===== config.mk =====
export PLATFORM = sky130hd
export DESIGN_NAME = onewire_temp_sensor_master_flat
export DESIGN_NICKNAME = d
export VERILOG_FILES = /design/src/owts_pkg.sv /design/src/owts_in_if.sv /design/src/owts_out_if.sv /design/src/onewire_temp_sensor_master.sv /design/src/flat_wrapper.sv
export SDC_FILE = /design/constraint.sdc
export NUM_CORES = 1
export LEC_CHECK = 0
export ABC_AREA = 1
export BUFFER_PORTS_ARGS = -buffer_cell sky130_fd_sc_hd__buf_2
export CAP_MARGIN = 20
export CORE_ASPECT_RATIO = 2
export CORE_UTILIZATION = 30
export CTS_BUF_LIST = sky130_fd_sc_hd__clkbuf_8
export DETAILED_ROUTE_END_ITERATION = 8
export SYNTH_ARGS = -nofsm -noshare
export SYNTH_HDL_FRONTEND = slang
export SYNTH_SLANG_ARGS = --single-unit

===== constraint.sdc =====
create_clock -name clk -period 4.24 [get_ports clk]
set_clock_uncertainty 0.2 [all_clocks]
set_input_delay 0.212 -clock clk [delete_from_list [all_inputs] [get_ports clk]]
set_output_delay 0.212 -clock clk [all_outputs]
set_load 0.01 [all_outputs]

===== src/owts_pkg.sv =====
package owts_pkg;

  localparam int unsigned TIMER_W = 10;
  localparam int unsigned CFG_W   = 10;
  localparam int unsigned CFG_IDX_W = 3;

  localparam logic [7:0] CMD_SKIP     = 8'hCC;
  localparam logic [7:0] CMD_CONVERT  = 8'h44;
  localparam logic [7:0] CMD_READ_PAD = 8'hBE;

  typedef enum logic [CFG_IDX_W-1:0] {
    REG_RESET_LOW     = 3'd0,
    REG_PRESENCE_WAIT = 3'd1,
    REG_RESET_RECOVER = 3'd2,
    REG_SLOT_START    = 3'd3,
    REG_WRITE_SLOT    = 3'd4,
    REG_READ_SAMPLE   = 3'd5,
    REG_READ_RECOVER  = 3'd6
  } cfg_reg_t;

  typedef enum logic [3:0] {
    STG_RESET_CONV = 4'd0,
    STG_SKIP_CONV  = 4'd1,
    STG_CONVERT    = 4'd2,
    STG_POLL       = 4'd3,
    STG_RESET_READ = 4'd4,
    STG_SKIP_READ  = 4'd5,
    STG_READ_PAD   = 4'd6,
    STG_READ_LOW   = 4'd7,
    STG_READ_HIGH  = 4'd8,
    STG_RESET_LAST = 4'd9
  } stage_t;

  typedef enum logic [1:0] {
    SUB_OPEN   = 2'd0,
    SUB_MIDDLE = 2'd1,
    SUB_TAIL   = 2'd2
  } sub_t;

  typedef enum logic [1:0] {
    KIND_RESET = 2'd0,
    KIND_WRITE = 2'd1,
    KIND_READ  = 2'd2
  } kind_t;

  function automatic kind_t stage_kind(input stage_t stage);
    kind_t k;
    unique case (stage)
      STG_RESET_CONV, STG_RESET_READ, STG_RESET_LAST: k = KIND_RESET;
      STG_POLL, STG_READ_LOW, STG_READ_HIGH:          k = KIND_READ;
      default:                                        k = KIND_WRITE;
    endcase
    return k;
  endfunction

  function automatic logic [7:0] stage_cmd(input stage_t stage);
    logic [7:0] c;
    unique case (stage)
      STG_CONVERT:                  c = CMD_CONVERT;
      STG_READ_PAD:                 c = CMD_READ_PAD;
      STG_SKIP_CONV, STG_SKIP_READ: c = CMD_SKIP;
      default:                      c = 8'h00;
    endcase
    return c;
  endfunction

  // nibble * 625 / 100 is nibble * 25 / 4
  function automatic logic [6:0] nibble_hundredths(input logic [3:0] nib);
    logic [8:0] prod;
    prod = {5'd0, nib} * 9'd25;
    return prod[8:2];
  endfunction

endpackage


===== src/owts_in_if.sv =====
interface owts_in_if;
  logic       valid;
  logic       ready;
  logic       start_req;
  logic [2:0] sensor_select;
  logic [7:0] pin_levels;

  modport source (output valid, output start_req, output sensor_select, output pin_levels,
                  input ready);
  modport sink (input valid, input start_req, input sensor_select, input pin_levels,
                output ready);
endinterface


===== src/owts_out_if.sv =====
interface owts_out_if;
  logic       valid;
  logic       ready;
  logic [7:0] drive_mask;
  logic       busy_res;
  logic       done_res;
  logic [6:0] whole_degrees;
  logic [6:0] hundredths;

  modport source (output valid, output drive_mask, output busy_res, output done_res,
                  output whole_degrees, output hundredths, input ready);
  modport sink (input valid, input drive_mask, input busy_res, input done_res,
                input whole_degrees, input hundredths, output ready);
endinterface


===== src/onewire_temp_sensor_master.sv =====
// 1-wire temperature sensor master, stepped once per microsecond tick.
// in_ch carries one word per tick: start request, sensor line select and
// the sampled pin levels (which reflect the drive mask of the previous tick).
// out_ch returns one word per input word: the pull-low mask, busy, a one-tick
// done flag and the last reading as whole degrees and hundredths.
// cfg_we / cfg_index / cfg_data write the seven timing registers (in ticks);
// a register holding zero counts as one tick.
// Latency: the result word for a tick is valid the cycle after it is taken.
// Throughput: one tick per clock cycle while out_ch does not stall; the
// sequencer and the result register each advance once per accepted word.
// A stalled receiver holds the result word; in_ch.ready stays high while the
// result register is empty or being drained in the same cycle, so ticks keep
// flowing without a gap.
// Reset: sequencer idle, timings at their defaults, reading zero, no word
// pending on out_ch.
module onewire_temp_sensor_master
  import owts_pkg::*;
#(
  parameter int unsigned PIN_COUNT = 8
) (
  input  logic                 clk,
  input  logic                 rst,
  owts_in_if.sink              in_ch,
  owts_out_if.source           out_ch,
  input  logic                 cfg_we,
  input  logic [CFG_IDX_W-1:0] cfg_index,
  input  logic [CFG_W-1:0]     cfg_data
);

  logic [9:0] reset_low_us, presence_wait_us, reset_recover_us;
  logic [3:0] slot_start_us;
  logic [9:0] write_slot_us, read_sample_us, read_recover_us;

  logic               busy, busy_next;
  stage_t             stage, stage_next;
  sub_t               sub, sub_next;
  logic [TIMER_W-1:0] tick_timer, tick_timer_next;
  logic [2:0]         bit_index, bit_index_next;
  logic [7:0]         shift_byte, shift_byte_next;
  logic [7:0]         raw_low, raw_low_next;
  logic [7:0]         raw_high, raw_high_next;
  logic [2:0]         line_index, line_index_next;
  logic [6:0]         whole_reg, whole_reg_next;
  logic [6:0]         fraction_reg, fraction_reg_next;

  logic       out_valid;
  logic [7:0] drive_mask;
  logic       busy_res, done_res;
  logic [7:0] drive_next;
  logic       done_next;

  logic       accept;
  kind_t      kind;
  logic [9:0] dur_raw, dur;
  logic [TIMER_W:0] timer_inc;
  logic       sample_bit;
  logic [PIN_COUNT-1:0] line_mask;

  assign in_ch.ready = !out_valid || out_ch.ready;
  assign accept      = in_ch.valid && in_ch.ready;

  assign out_ch.valid         = out_valid;
  assign out_ch.drive_mask    = drive_mask;
  assign out_ch.busy_res      = busy_res;
  assign out_ch.done_res      = done_res;
  assign out_ch.whole_degrees = whole_reg;
  assign out_ch.hundredths    = fraction_reg;

  assign kind       = stage_kind(stage);
  assign timer_inc  = {1'b0, tick_timer} + 11'd1;
  assign sample_bit = in_ch.pin_levels[line_index];

  always_comb begin
    dur_raw = 10'd0;
    unique case (kind)
      KIND_RESET: begin
        if (sub == SUB_OPEN) begin
          dur_raw = reset_low_us;
        end else if (sub == SUB_MIDDLE) begin
          dur_raw = presence_wait_us;
        end else begin
          dur_raw = reset_recover_us;
        end
      end
      KIND_WRITE: begin
        dur_raw = (sub == SUB_OPEN) ? {6'd0, slot_start_us} : write_slot_us;
      end
      default: begin
        if (sub == SUB_OPEN) begin
          dur_raw = {6'd0, slot_start_us};
        end else if (sub == SUB_MIDDLE) begin
          dur_raw = read_sample_us;
        end else begin
          dur_raw = read_recover_us;
        end
      end
    endcase
    dur = (dur_raw == 10'd0) ? 10'd1 : dur_raw;
  end

  always_comb begin
    busy_next         = busy;
    stage_next        = stage;
    sub_next          = sub;
    tick_timer_next   = tick_timer;
    bit_index_next    = bit_index;
    shift_byte_next   = shift_byte;
    raw_low_next      = raw_low;
    raw_high_next     = raw_high;
    line_index_next   = line_index;
    whole_reg_next    = whole_reg;
    fraction_reg_next = fraction_reg;
    done_next         = 1'b0;

    if (!busy) begin
      if (in_ch.start_req && ({29'd0, in_ch.sensor_select} < 32'(PIN_COUNT))) begin
        line_index_next = in_ch.sensor_select;
        busy_next       = 1'b1;
        stage_next      = STG_RESET_CONV;
        sub_next        = SUB_OPEN;
        tick_timer_next = '0;
        bit_index_next  = 3'd0;
        shift_byte_next = stage_cmd(STG_RESET_CONV);
      end
    end else if (timer_inc < {1'b0, dur}) begin
      tick_timer_next = timer_inc[TIMER_W-1:0];
    end else begin
      logic   enter;
      stage_t next_stage;
      enter           = 1'b0;
      next_stage      = stage_t'(stage + 4'd1);
      tick_timer_next = '0;
      unique case (kind)
        KIND_RESET: begin
          if (sub == SUB_OPEN) begin
            sub_next = SUB_MIDDLE;
          end else if (sub == SUB_MIDDLE) begin
            sub_next = SUB_TAIL;
          end else if (stage == STG_RESET_LAST) begin
            whole_reg_next    = {raw_high[2:0], raw_low[7:4]};
            fraction_reg_next = nibble_hundredths(raw_low[3:0]);
            busy_next         = 1'b0;
            done_next         = 1'b1;
          end else begin
            enter = 1'b1;
          end
        end
        KIND_WRITE: begin
          if (sub == SUB_OPEN) begin
            sub_next = SUB_MIDDLE;
          end else begin
            shift_byte_next = {1'b0, shift_byte[7:1]};
            if (bit_index == 3'd7) begin
              enter = 1'b1;
            end else begin
              bit_index_next = bit_index + 3'd1;
              sub_next       = SUB_OPEN;
            end
          end
        end
        default: begin
          if (sub == SUB_OPEN) begin
            sub_next = SUB_MIDDLE;
          end else if (sub == SUB_MIDDLE) begin
            shift_byte_next = {sample_bit, shift_byte[7:1]};
            sub_next        = SUB_TAIL;
          end else if (stage == STG_POLL) begin
            if (shift_byte[7]) begin
              enter = 1'b1;
            end else begin
              sub_next = SUB_OPEN;
            end
          end else if (bit_index == 3'd7) begin
            if (stage == STG_READ_LOW) begin
              raw_low_next = shift_byte;
            end else begin
              raw_high_next = shift_byte;
            end
            enter = 1'b1;
          end else begin
            bit_index_next = bit_index + 3'd1;
            sub_next       = SUB_OPEN;
          end
        end
      endcase
      if (enter) begin
        stage_next      = next_stage;
        sub_next        = SUB_OPEN;
        bit_index_next  = 3'd0;
        shift_byte_next = stage_cmd(next_stage);
      end
    end

    line_mask  = PIN_COUNT'(1) << line_index_next;
    drive_next = 8'd0;
    if (busy_next) begin
      if (sub_next == SUB_OPEN ||
          (stage_kind(stage_next) == KIND_WRITE && sub_next == SUB_MIDDLE &&
           !shift_byte_next[0])) begin
        drive_next = 8'(line_mask);
      end
    end
  end

  always_ff @(posedge clk) begin
    if (rst) begin
      reset_low_us     <= 10'd480;
      presence_wait_us <= 10'd60;
      reset_recover_us <= 10'd420;
      slot_start_us    <= 4'd1;
      write_slot_us    <= 10'd60;
      read_sample_us   <= 10'd14;
      read_recover_us  <= 10'd45;
    end else if (cfg_we) begin
      case (cfg_index)
        REG_RESET_LOW:     reset_low_us     <= cfg_data;
        REG_PRESENCE_WAIT: presence_wait_us <= cfg_data;
        REG_RESET_RECOVER: reset_recover_us <= cfg_data;
        REG_SLOT_START:    slot_start_us    <= cfg_data[3:0];
        REG_WRITE_SLOT:    write_slot_us    <= cfg_data;
        REG_READ_SAMPLE:   read_sample_us   <= cfg_data;
        REG_READ_RECOVER:  read_recover_us  <= cfg_data;
        default: begin
        end
      endcase
    end
  end

  always_ff @(posedge clk) begin
    if (rst) begin
      busy         <= 1'b0;
      stage        <= STG_RESET_CONV;
      sub          <= SUB_OPEN;
      tick_timer   <= '0;
      bit_index    <= 3'd0;
      shift_byte   <= 8'd0;
      raw_low      <= 8'd0;
      raw_high     <= 8'd0;
      line_index   <= 3'd0;
      whole_reg    <= 7'd0;
      fraction_reg <= 7'd0;
      out_valid    <= 1'b0;
      drive_mask   <= 8'd0;
      busy_res     <= 1'b0;
      done_res     <= 1'b0;
    end else begin
      if (accept) begin
        busy         <= busy_next;
        stage        <= stage_next;
        sub          <= sub_next;
        tick_timer   <= tick_timer_next;
        bit_index    <= bit_index_next;
        shift_byte   <= shift_byte_next;
        raw_low      <= raw_low_next;
        raw_high     <= raw_high_next;
        line_index   <= line_index_next;
        whole_reg    <= whole_reg_next;
        fraction_reg <= fraction_reg_next;
        drive_mask   <= drive_next;
        busy_res     <= busy_next;
        done_res     <= done_next;
        out_valid    <= 1'b1;
      end else if (out_ch.ready) begin
        out_valid <= 1'b0;
      end
    end
  end

endmodule

===== src/flat_wrapper.sv =====
// flat-port wrapper written by rule: the top's interface ports become plain ports
module onewire_temp_sensor_master_flat import owts_pkg::*;
#(
  parameter int unsigned PIN_COUNT = 8
)
  (clk, rst, cfg_we, cfg_index, cfg_data, in_ch_valid, in_ch_start_req, in_ch_sensor_select, in_ch_pin_levels, in_ch_ready, out_ch_valid, out_ch_drive_mask, out_ch_busy_res, out_ch_done_res, out_ch_whole_degrees, out_ch_hundredths, out_ch_ready);
  owts_in_if in_ch_i ();
  owts_out_if out_ch_i ();
  input  logic clk;
  input  logic rst;
  input  logic cfg_we;
  input  logic [CFG_IDX_W-1:0] cfg_index;
  input  logic [CFG_W-1:0] cfg_data;
  input wire logic [$bits(in_ch_i.valid)-1:0] in_ch_valid;
  input wire logic [$bits(in_ch_i.start_req)-1:0] in_ch_start_req;
  input wire logic [$bits(in_ch_i.sensor_select)-1:0] in_ch_sensor_select;
  input wire logic [$bits(in_ch_i.pin_levels)-1:0] in_ch_pin_levels;
  output wire logic [$bits(in_ch_i.ready)-1:0] in_ch_ready;
  output wire logic [$bits(out_ch_i.valid)-1:0] out_ch_valid;
  output wire logic [$bits(out_ch_i.drive_mask)-1:0] out_ch_drive_mask;
  output wire logic [$bits(out_ch_i.busy_res)-1:0] out_ch_busy_res;
  output wire logic [$bits(out_ch_i.done_res)-1:0] out_ch_done_res;
  output wire logic [$bits(out_ch_i.whole_degrees)-1:0] out_ch_whole_degrees;
  output wire logic [$bits(out_ch_i.hundredths)-1:0] out_ch_hundredths;
  input wire logic [$bits(out_ch_i.ready)-1:0] out_ch_ready;
  assign in_ch_i.valid = in_ch_valid;
  assign in_ch_i.start_req = in_ch_start_req;
  assign in_ch_i.sensor_select = in_ch_sensor_select;
  assign in_ch_i.pin_levels = in_ch_pin_levels;
  assign in_ch_ready = in_ch_i.ready;
  assign out_ch_valid = out_ch_i.valid;
  assign out_ch_drive_mask = out_ch_i.drive_mask;
  assign out_ch_busy_res = out_ch_i.busy_res;
  assign out_ch_done_res = out_ch_i.done_res;
  assign out_ch_whole_degrees = out_ch_i.whole_degrees;
  assign out_ch_hundredths = out_ch_i.hundredths;
  assign out_ch_i.ready = out_ch_ready;
  onewire_temp_sensor_master #(.PIN_COUNT(PIN_COUNT)) u_core (.clk(clk), .rst(rst), .in_ch(in_ch_i), .out_ch(out_ch_i), .cfg_we(cfg_we), .cfg_index(cfg_index), .cfg_data(cfg_data));
endmodule

# ---- Word-level counts from Yosys, hierarchy flattened
# Cells that the tools add are included.
# Widths: inputs -> output; s select.
dict set report totals {
  reg_bits 130
  wordCells 182
  output_inout_bits 26
  in_bits 30
}
dict set report classes {
  n_eq_ne 31
  reduce_logical 35
  n_bitwise 6
  order_cmp 2
  n_addsub 3
  mul 1
  shifts 1
  n_mux 81
}
# operator count
set op_table {}
lappend op_table {{$mux 10} 9}
lappend op_table {{$mux 8} 9}
lappend op_table {{$mux 3} 11}
lappend op_table {{$mux 1} 26}
lappend op_table {{$mux 2} 13}
lappend op_table {{$eq 4x3->1 const B} 6}
lappend op_table {{$pmux 8 s3} 1}
lappend op_table {{$pmux 10 s2} 1}
lappend op_table {{$reduce_and 9->1} 2}
lappend op_table {{$eq 4x4->1 const B} 4}
lappend op_table {{$mux 4} 4}
lappend op_table {{$pmux 8 s2} 1}
lappend op_table {{$reduce_and 2->1} 8}
lappend op_table {{$reduce_and 7->1} 2}
lappend op_table {{$eq 3x3->1 const B} 4}
lappend op_table {{$eq 4x2->1 const B} 3}
lappend op_table {{$ne 4x4->1 const B} 3}
lappend op_table {{$pmux 2 s2} 3}
lappend op_table {{$reduce_or 3->1} 4}
lappend op_table {{$add 10x1->11 const B} 1}
lappend op_table {{$lt 11x10->1} 1}
lappend op_table {{$logic_not 10->1} 1}
lappend op_table {{$mul 4x5->9 const B} 1}
lappend op_table {{$eq 2x1->1 const B} 4}
lappend op_table {{other kinds (22)} 38}

# ---- Logic depth before layout (Yosys ltp)
dict set report depth {
  ltp_word 23
  ltp_mapped 32
  depth_no_buf 30
}

# ---- Worst setup path before layout
# No wires, ideal clock.
dict set report synth_timing {
  path_kind {register -> register}
  startpoint {register u_core.sub[0]}
  endpoint {register u_core.drive_mask[4] (netlist: u_core.out_ch.drive_mask[4])}
  stages_incl_launch_ff 26
  setup_slack_ns 0.705
  arrival_ns 3.267
  period_less_slack_ns 3.535
  required_ns 3.971
  n_path_buf 2
  setup_time_ns 0.069
  cell_sequence {dfxtp_1 -> inv_1 -> ha_1 -> buf_2 -> inv_2 -> clkbuf_1 -> nand2_1 -> nand2_1 -> nand2_1 -> nand2_1 -> nor2_2 -> ha_1 -> a21oi_1 -> o21ai_0 -> a21oi_1 -> o21bai_1 -> a21oi_1 -> nand2_4 -> inv_4 -> nor3_1 -> o21ai_2 -> nand2_1 -> or2_4 -> nor2_1 -> nand2_1 -> a21oi_2}
}
dict set report synth_via {
  elab_chain_len 19
  word_cells_on_any_way 66
  cone_classes {1 x order compare; 8 x eq/ne; 47 x mux; 10 x reduce/logical}
}
# item line_no
set synth_lines {}
lappend synth_lines {{from (decl)} onewire_temp_sensor_master.sv:36} ;# sub_t sub, sub_next;
lappend synth_lines {{from (signal assigned)} onewire_temp_sensor_master.sv:250} ;# sub <= sub_next;
lappend synth_lines {{$eq 2x1->1} --}
lappend synth_lines {{$mux 10, or another cell as far along} onewire_temp_sensor_master.sv:91} ;# end else if (sub == SUB_MIDDLE) begin
lappend synth_lines {{$mux 10, or another cell as far along} onewire_temp_sensor_master.sv:89} ;# if (sub == SUB_OPEN) begin
lappend synth_lines {{$pmux 10 s2 / $pmux 1 s2 (equally long branches)} {onewire_temp_sensor_master.sv:75, onewire_temp_sensor_master.sv:133}}
lappend synth_lines {{$logic_not 10->1 / $mux 1 (equally long branches)} {onewire_temp_sensor_master.sv:98, onewire_temp_sensor_master.sv:125}}
lappend synth_lines {{$mux 10 / $mux 1 (equally long branches)} {onewire_temp_sensor_master.sv:98, onewire_temp_sensor_master.sv:115}}
lappend synth_lines {{$lt 11x10->1 / $mux 4 (equally long branches)} {onewire_temp_sensor_master.sv:125, onewire_temp_sensor_master.sv:186}}
lappend synth_lines {{$mux 4} onewire_temp_sensor_master.sv:125} ;# end else if (timer_inc < {1'b0, dur}) begin
lappend synth_lines {{[2 not listed]} --}
lappend synth_lines {{$reduce_or 3->1} owts_pkg.sv:48} ;# unique case (stage)
lappend synth_lines {{$pmux 2 s2} owts_pkg.sv:48}
lappend synth_lines {{$mux 2} onewire_temp_sensor_master.sv:196} ;# if (busy_next) begin
lappend synth_lines {{$eq 2x1->1} onewire_temp_sensor_master.sv:198} ;# (stage_kind(stage_next) == KIND_WRITE && sub_next == SUB_MIDDLE &&
lappend synth_lines {{$logic_and 1x1->1 (2 in series)} onewire_temp_sensor_master.sv:198}
lappend synth_lines {{$logic_or 1x1->1} onewire_temp_sensor_master.sv:197} ;# if (sub_next == SUB_OPEN ||
lappend synth_lines {{$mux 8} onewire_temp_sensor_master.sv:197}
lappend synth_lines {{$mux 8 (*)} onewire_temp_sensor_master.sv:196}
lappend synth_lines {{to (signal assigned)} onewire_temp_sensor_master.sv:259} ;# drive_mask <= drive_next;
lappend synth_lines {{to (decl)} onewire_temp_sensor_master.sv:47} ;# logic [7:0] drive_mask;
# Every way passes the cells marked *; elsewhere a longest branch is shown, timed or not. The select of a mux whose other input is x is not followed.
# A chain may end at the register's enable or synchronous reset.

# ---- Worst setup path in the final report
dict set report layout_timing {
  startpoint {register u_core.sub[1]}
  endpoint {register u_core.drive_mask[5] (netlist: u_core.out_ch.drive_mask[5])}
}
# Same word-level chain as after synthesis.

==> flow_metrics.tcl <==
set metrics [dict create \
    wl_mm 19.45 \
    required_ns 4.43 \
    combinationalPowerShare_pct 17.3 \
    root_buffer "clkbuf_8" \
    crit_type "reg -> reg" \
    dp_hpwl_mm 14.42 \
    die_h_um 214.3 \
    clk_latency_ns 0.46 \
    layout_min_cycle_time_ns 3.924 \
    arrival_ns 4.12 \
    io_buffers 55 \
    cp_common_cell "nand2_1" \
    die_area_sq_um 23170 \
    vias 6603 \
    multi_input_area_sq_um 3613 \
    synth-seq-cells 130 \
    synth-edff-count 0 \
    grt_pass1_vias 6451 \
    ioPinCount 56 \
    synth.most_common_cell "nand2_1" \
    rrSetupSlack_ns 0.32 \
    totalPowerFinal_mw 2.960 \
    max_stage_delay_ns 0.33 \
    post-place-ws_ns -0.05168 \
    htreeDepth 4 \
    overflow 0 \
    first_pass_iters 6 \
    finalHoldViolCount 0 \
    grt_max_degree 59 \
    nFillCells 2374 \
    drv_cap 0 \
    cts_sinks 130 \
    syn_area_per_cell_sq_um 6.819 \
    fin_nets 1122 \
    p_int_mw 2.066 \
    hold_class "in -> reg" \
    seq_area_sq_um 2604 \
    yosysTopAreaCell "dfxtp_1" \
    ys.warnings.count 0 \
    wl_per_cell_um 14.38 \
    setup_viol 0 \
    synthFlopType "dfxtp_1" \
    ant_nets 0 \
    synth.distinct_cells 48 \
    clock_tree.buffer_depth 2 \
    rows 77 \
    start_util_pct 30.63 \
    worstMarginPinSlew_ns 0.8979 \
    syn_area_sq_um 6758 \
    seq_area_frac_synth_pct 38.51 \
    p_clk_share_pct 39.1 \
    drv_slew 0 \
    rsz0062_at_grt "false" \
    gp_congestion 0.8701 \
    cts_tree "built" \
    worst_path_max_delay_cell "dfxtp_1" \
    setup_ws_ns 0.3157 \
    drc 0 \
    area_growth_pct 18.24 \
    core_area_sq_um 22060 \
    synth.net_count 1049 \
    cp-end-kind "flop" \
    max-slew-margin-rel_pct 40.14 \
    finalCritPeriodShare_pct 92.55 \
    leakage_nw 3.673 \
    max_freq_ghz 0.2548 \
    p_sw_uw 894.6 \
    ys_async_sr_fraction_pct 0 \
    cp_max_fo 8 \
    layout.cells.non_filler 1353 \
    vias_per_cell 4.880 \
    cp-start-kind "flop" \
    drive_gt1_share_pct 14.58 \
    numCtsBuffers 17 \
    seqPwrFrac_pct 43.6 \
    status "finished clean" \
    switching_share_pct 30.22 \
    die_w_um 108.1 \
    antenna_found_initial 0 \
    pwr_density_cell_nw_per_um2 370.5 \
    syn_inst 991 \
    placed_cells 1303 \
    peakVddDrop_uv 213.4 \
    yosysTopAreaCellShare_pct 38.51 \
    grt_pass1_wl_mm 31.53 \
    clk_pin_slew_worst_paths_ns 0.08 \
    drtIter0Drc 285 \
    yosys-top-cells-count "230 x nand2_1, 136 x nor2_1, 130 x dfxtp_1" \
    grt_use_total_pct 17.59 \
    antenna_cells 0 \
    ys_top_cells_by_area "dfxtp_1 39%, nand2_1 13%, nor2_1 7.6%" \
]
## final timing paths
check                                                end                            from  cells past startpoint
max             u_core.out_ch.drive_mask[5]$_SDFFE_PP0P_      u_core.sub[1]$_SDFFE_PP0P_                     25
min                    u_core.line_index[1]$_SDFFE_PP0P_          in_ch_sensor_select[1]                      3
max reg2reg     u_core.out_ch.drive_mask[5]$_SDFFE_PP0P_      u_core.sub[1]$_SDFFE_PP0P_                     25
min reg2reg  u_core.out_ch.whole_degrees[0]$_SDFFE_PP0P_  u_core.raw_low[4]$_SDFFE_PP0P_                      2
## kinds of logic after synthesis
group / synth area share, %
compound gates: 16.50
xor+xnor: 1.685
fa+ha+maj: 5.295
buf+inv: 8.295
flops: 38.51
simple gates: 29.72
## per-layer routing
metal	vias up	GRT usage [%]	part of all wire, %	wire length, um
met2	165	32.72	54	10510
met4	0	12.47	5.4	1060
met3	61	2.553	3.1	604
met1	3015	17.07	37	7278
li1	3362	-	-	-
met5	-	0	0	0
## through the flow
stage | setup TNS (ns) | hold WS [ns] | utilization, % | instance area, sq um
6_report | 0 | 0.02969 | 36.22 | 7990
2_1_floorplan | 0 | 0.1381 | - | 6758
4_1_cts | 0 | 0.001870 | 35.99 | 7940
3_5_place_dp | -0.1374 | 0.2435 | 33.36 | 7361
5_1_grt | 0 | 0.07512 | 36.22 | 7990
3_3_place_gp | 0 | 0.2339 | 33.36 | 7361
## registers in the layout, summed over array words and instances, names as in the netlist, 10 cells and up
| name | count |
|---|---|
| u_core.reset_recover_us | 10 |
| u_core.reset_low_us | 10 |
| u_core.presence_wait_us | 10 |
| u_core.tick_timer | 10 |
| u_core.read_recover_us | 10 |
| u_core.write_slot_us | 10 |
| u_core.read_sample_us | 10 |
## placed cells by master, fill, tap and decap left out, drive strengths merged
| cell type | synthesis | layout |
|---|---|---|
| or2 | 2 | 2 |
| o311ai | 1 | 1 |
| fa | 1 | 1 |
| o21ai | 98 | 98 |
| o21a | 1 | 1 |
| a21boi | 2 | 2 |
| bufinv | 0 | 3 |
| a31o | 1 | 1 |
| nand3 | 67 | 67 |
| o41ai | 1 | 1 |
| nor3b | 1 | 1 |
| buf | 11 | 80 |
| ha | 27 | 27 |
| dfxtp | 130 | 130 |
| dlygate4sd3 | 0 | 12 |
| nand3b | 2 | 2 |
| nor3 | 10 | 10 |
| o22ai | 2 | 2 |
| o221ai | 1 | 1 |
| o21bai | 3 | 3 |
| a22oi | 1 | 1 |
| nand2 | 238 | 238 |
| a221oi | 1 | 1 |
| a32o | 1 | 1 |
| clkinvlp | 0 | 3 |
| a211oi | 7 | 7 |
| clkbuf | 27 | 20 |
| xor2 | 10 | 10 |
| inv | 102 | 104 |
| clkinv | 4 | 8 |
| a21oi | 80 | 80 |
| nand4 | 7 | 7 |
| o211ai | 4 | 4 |
| xnor2 | 3 | 3 |
| nor2 | 143 | 143 |
| nor4 | 2 | 2 |
## power groups by stage
stage | registers (mW) | logic, mW | clock network [mW]
5_1_grt | 1.30 | 0.577 | 1.23
3_3_place_gp | 1.32 | 0.475 | 0
3_5_place_dp | 1.32 | 0.479 | 0
4_1_cts | 1.29 | 0.502 | 1.18
6_report | 1.29 | 0.513 | 1.16
2_1_floorplan | 1.31 | 0.335 | 0
## critical path: cells and delay by family, from the launching register on
kind | cells | cell delay [ns]
and+or+nand+nor | 11 | 1.10
AOI/OAI and AO/OA | 7 | 1.06
buffers and inverters | 5 | 0.63
adders and majority gates | 2 | 0.51
DFF | 1 | 0.33
## final cells by class
type / count / area share (%)
Multi-Input combinational cell: 717 / 45.22
Sequential cell: 130 / 32.59
Clock inverter: 12 / 1.957
Inverter: 106 / 5.011
Tap cell: 276 / 4.322
Clock buffer: 20 / 3.445
Timing Repair Buffer: 92 / 7.454
## timing repair
| item | 4_1_cts | 5_1_grt |
|---|---|---|
| endpoints found under the hold margin | 66 | 0 |
| hold buffers | 12 | 0 |
| pin swaps | 1 | 3 |
| endpoints found under the setup margin | 8 | 31 |
| gates resized for setup | 0 | 7 |
| buffers inserted | 2 | 4 |
No activity file was read; power rests on OpenSTA's default activity.
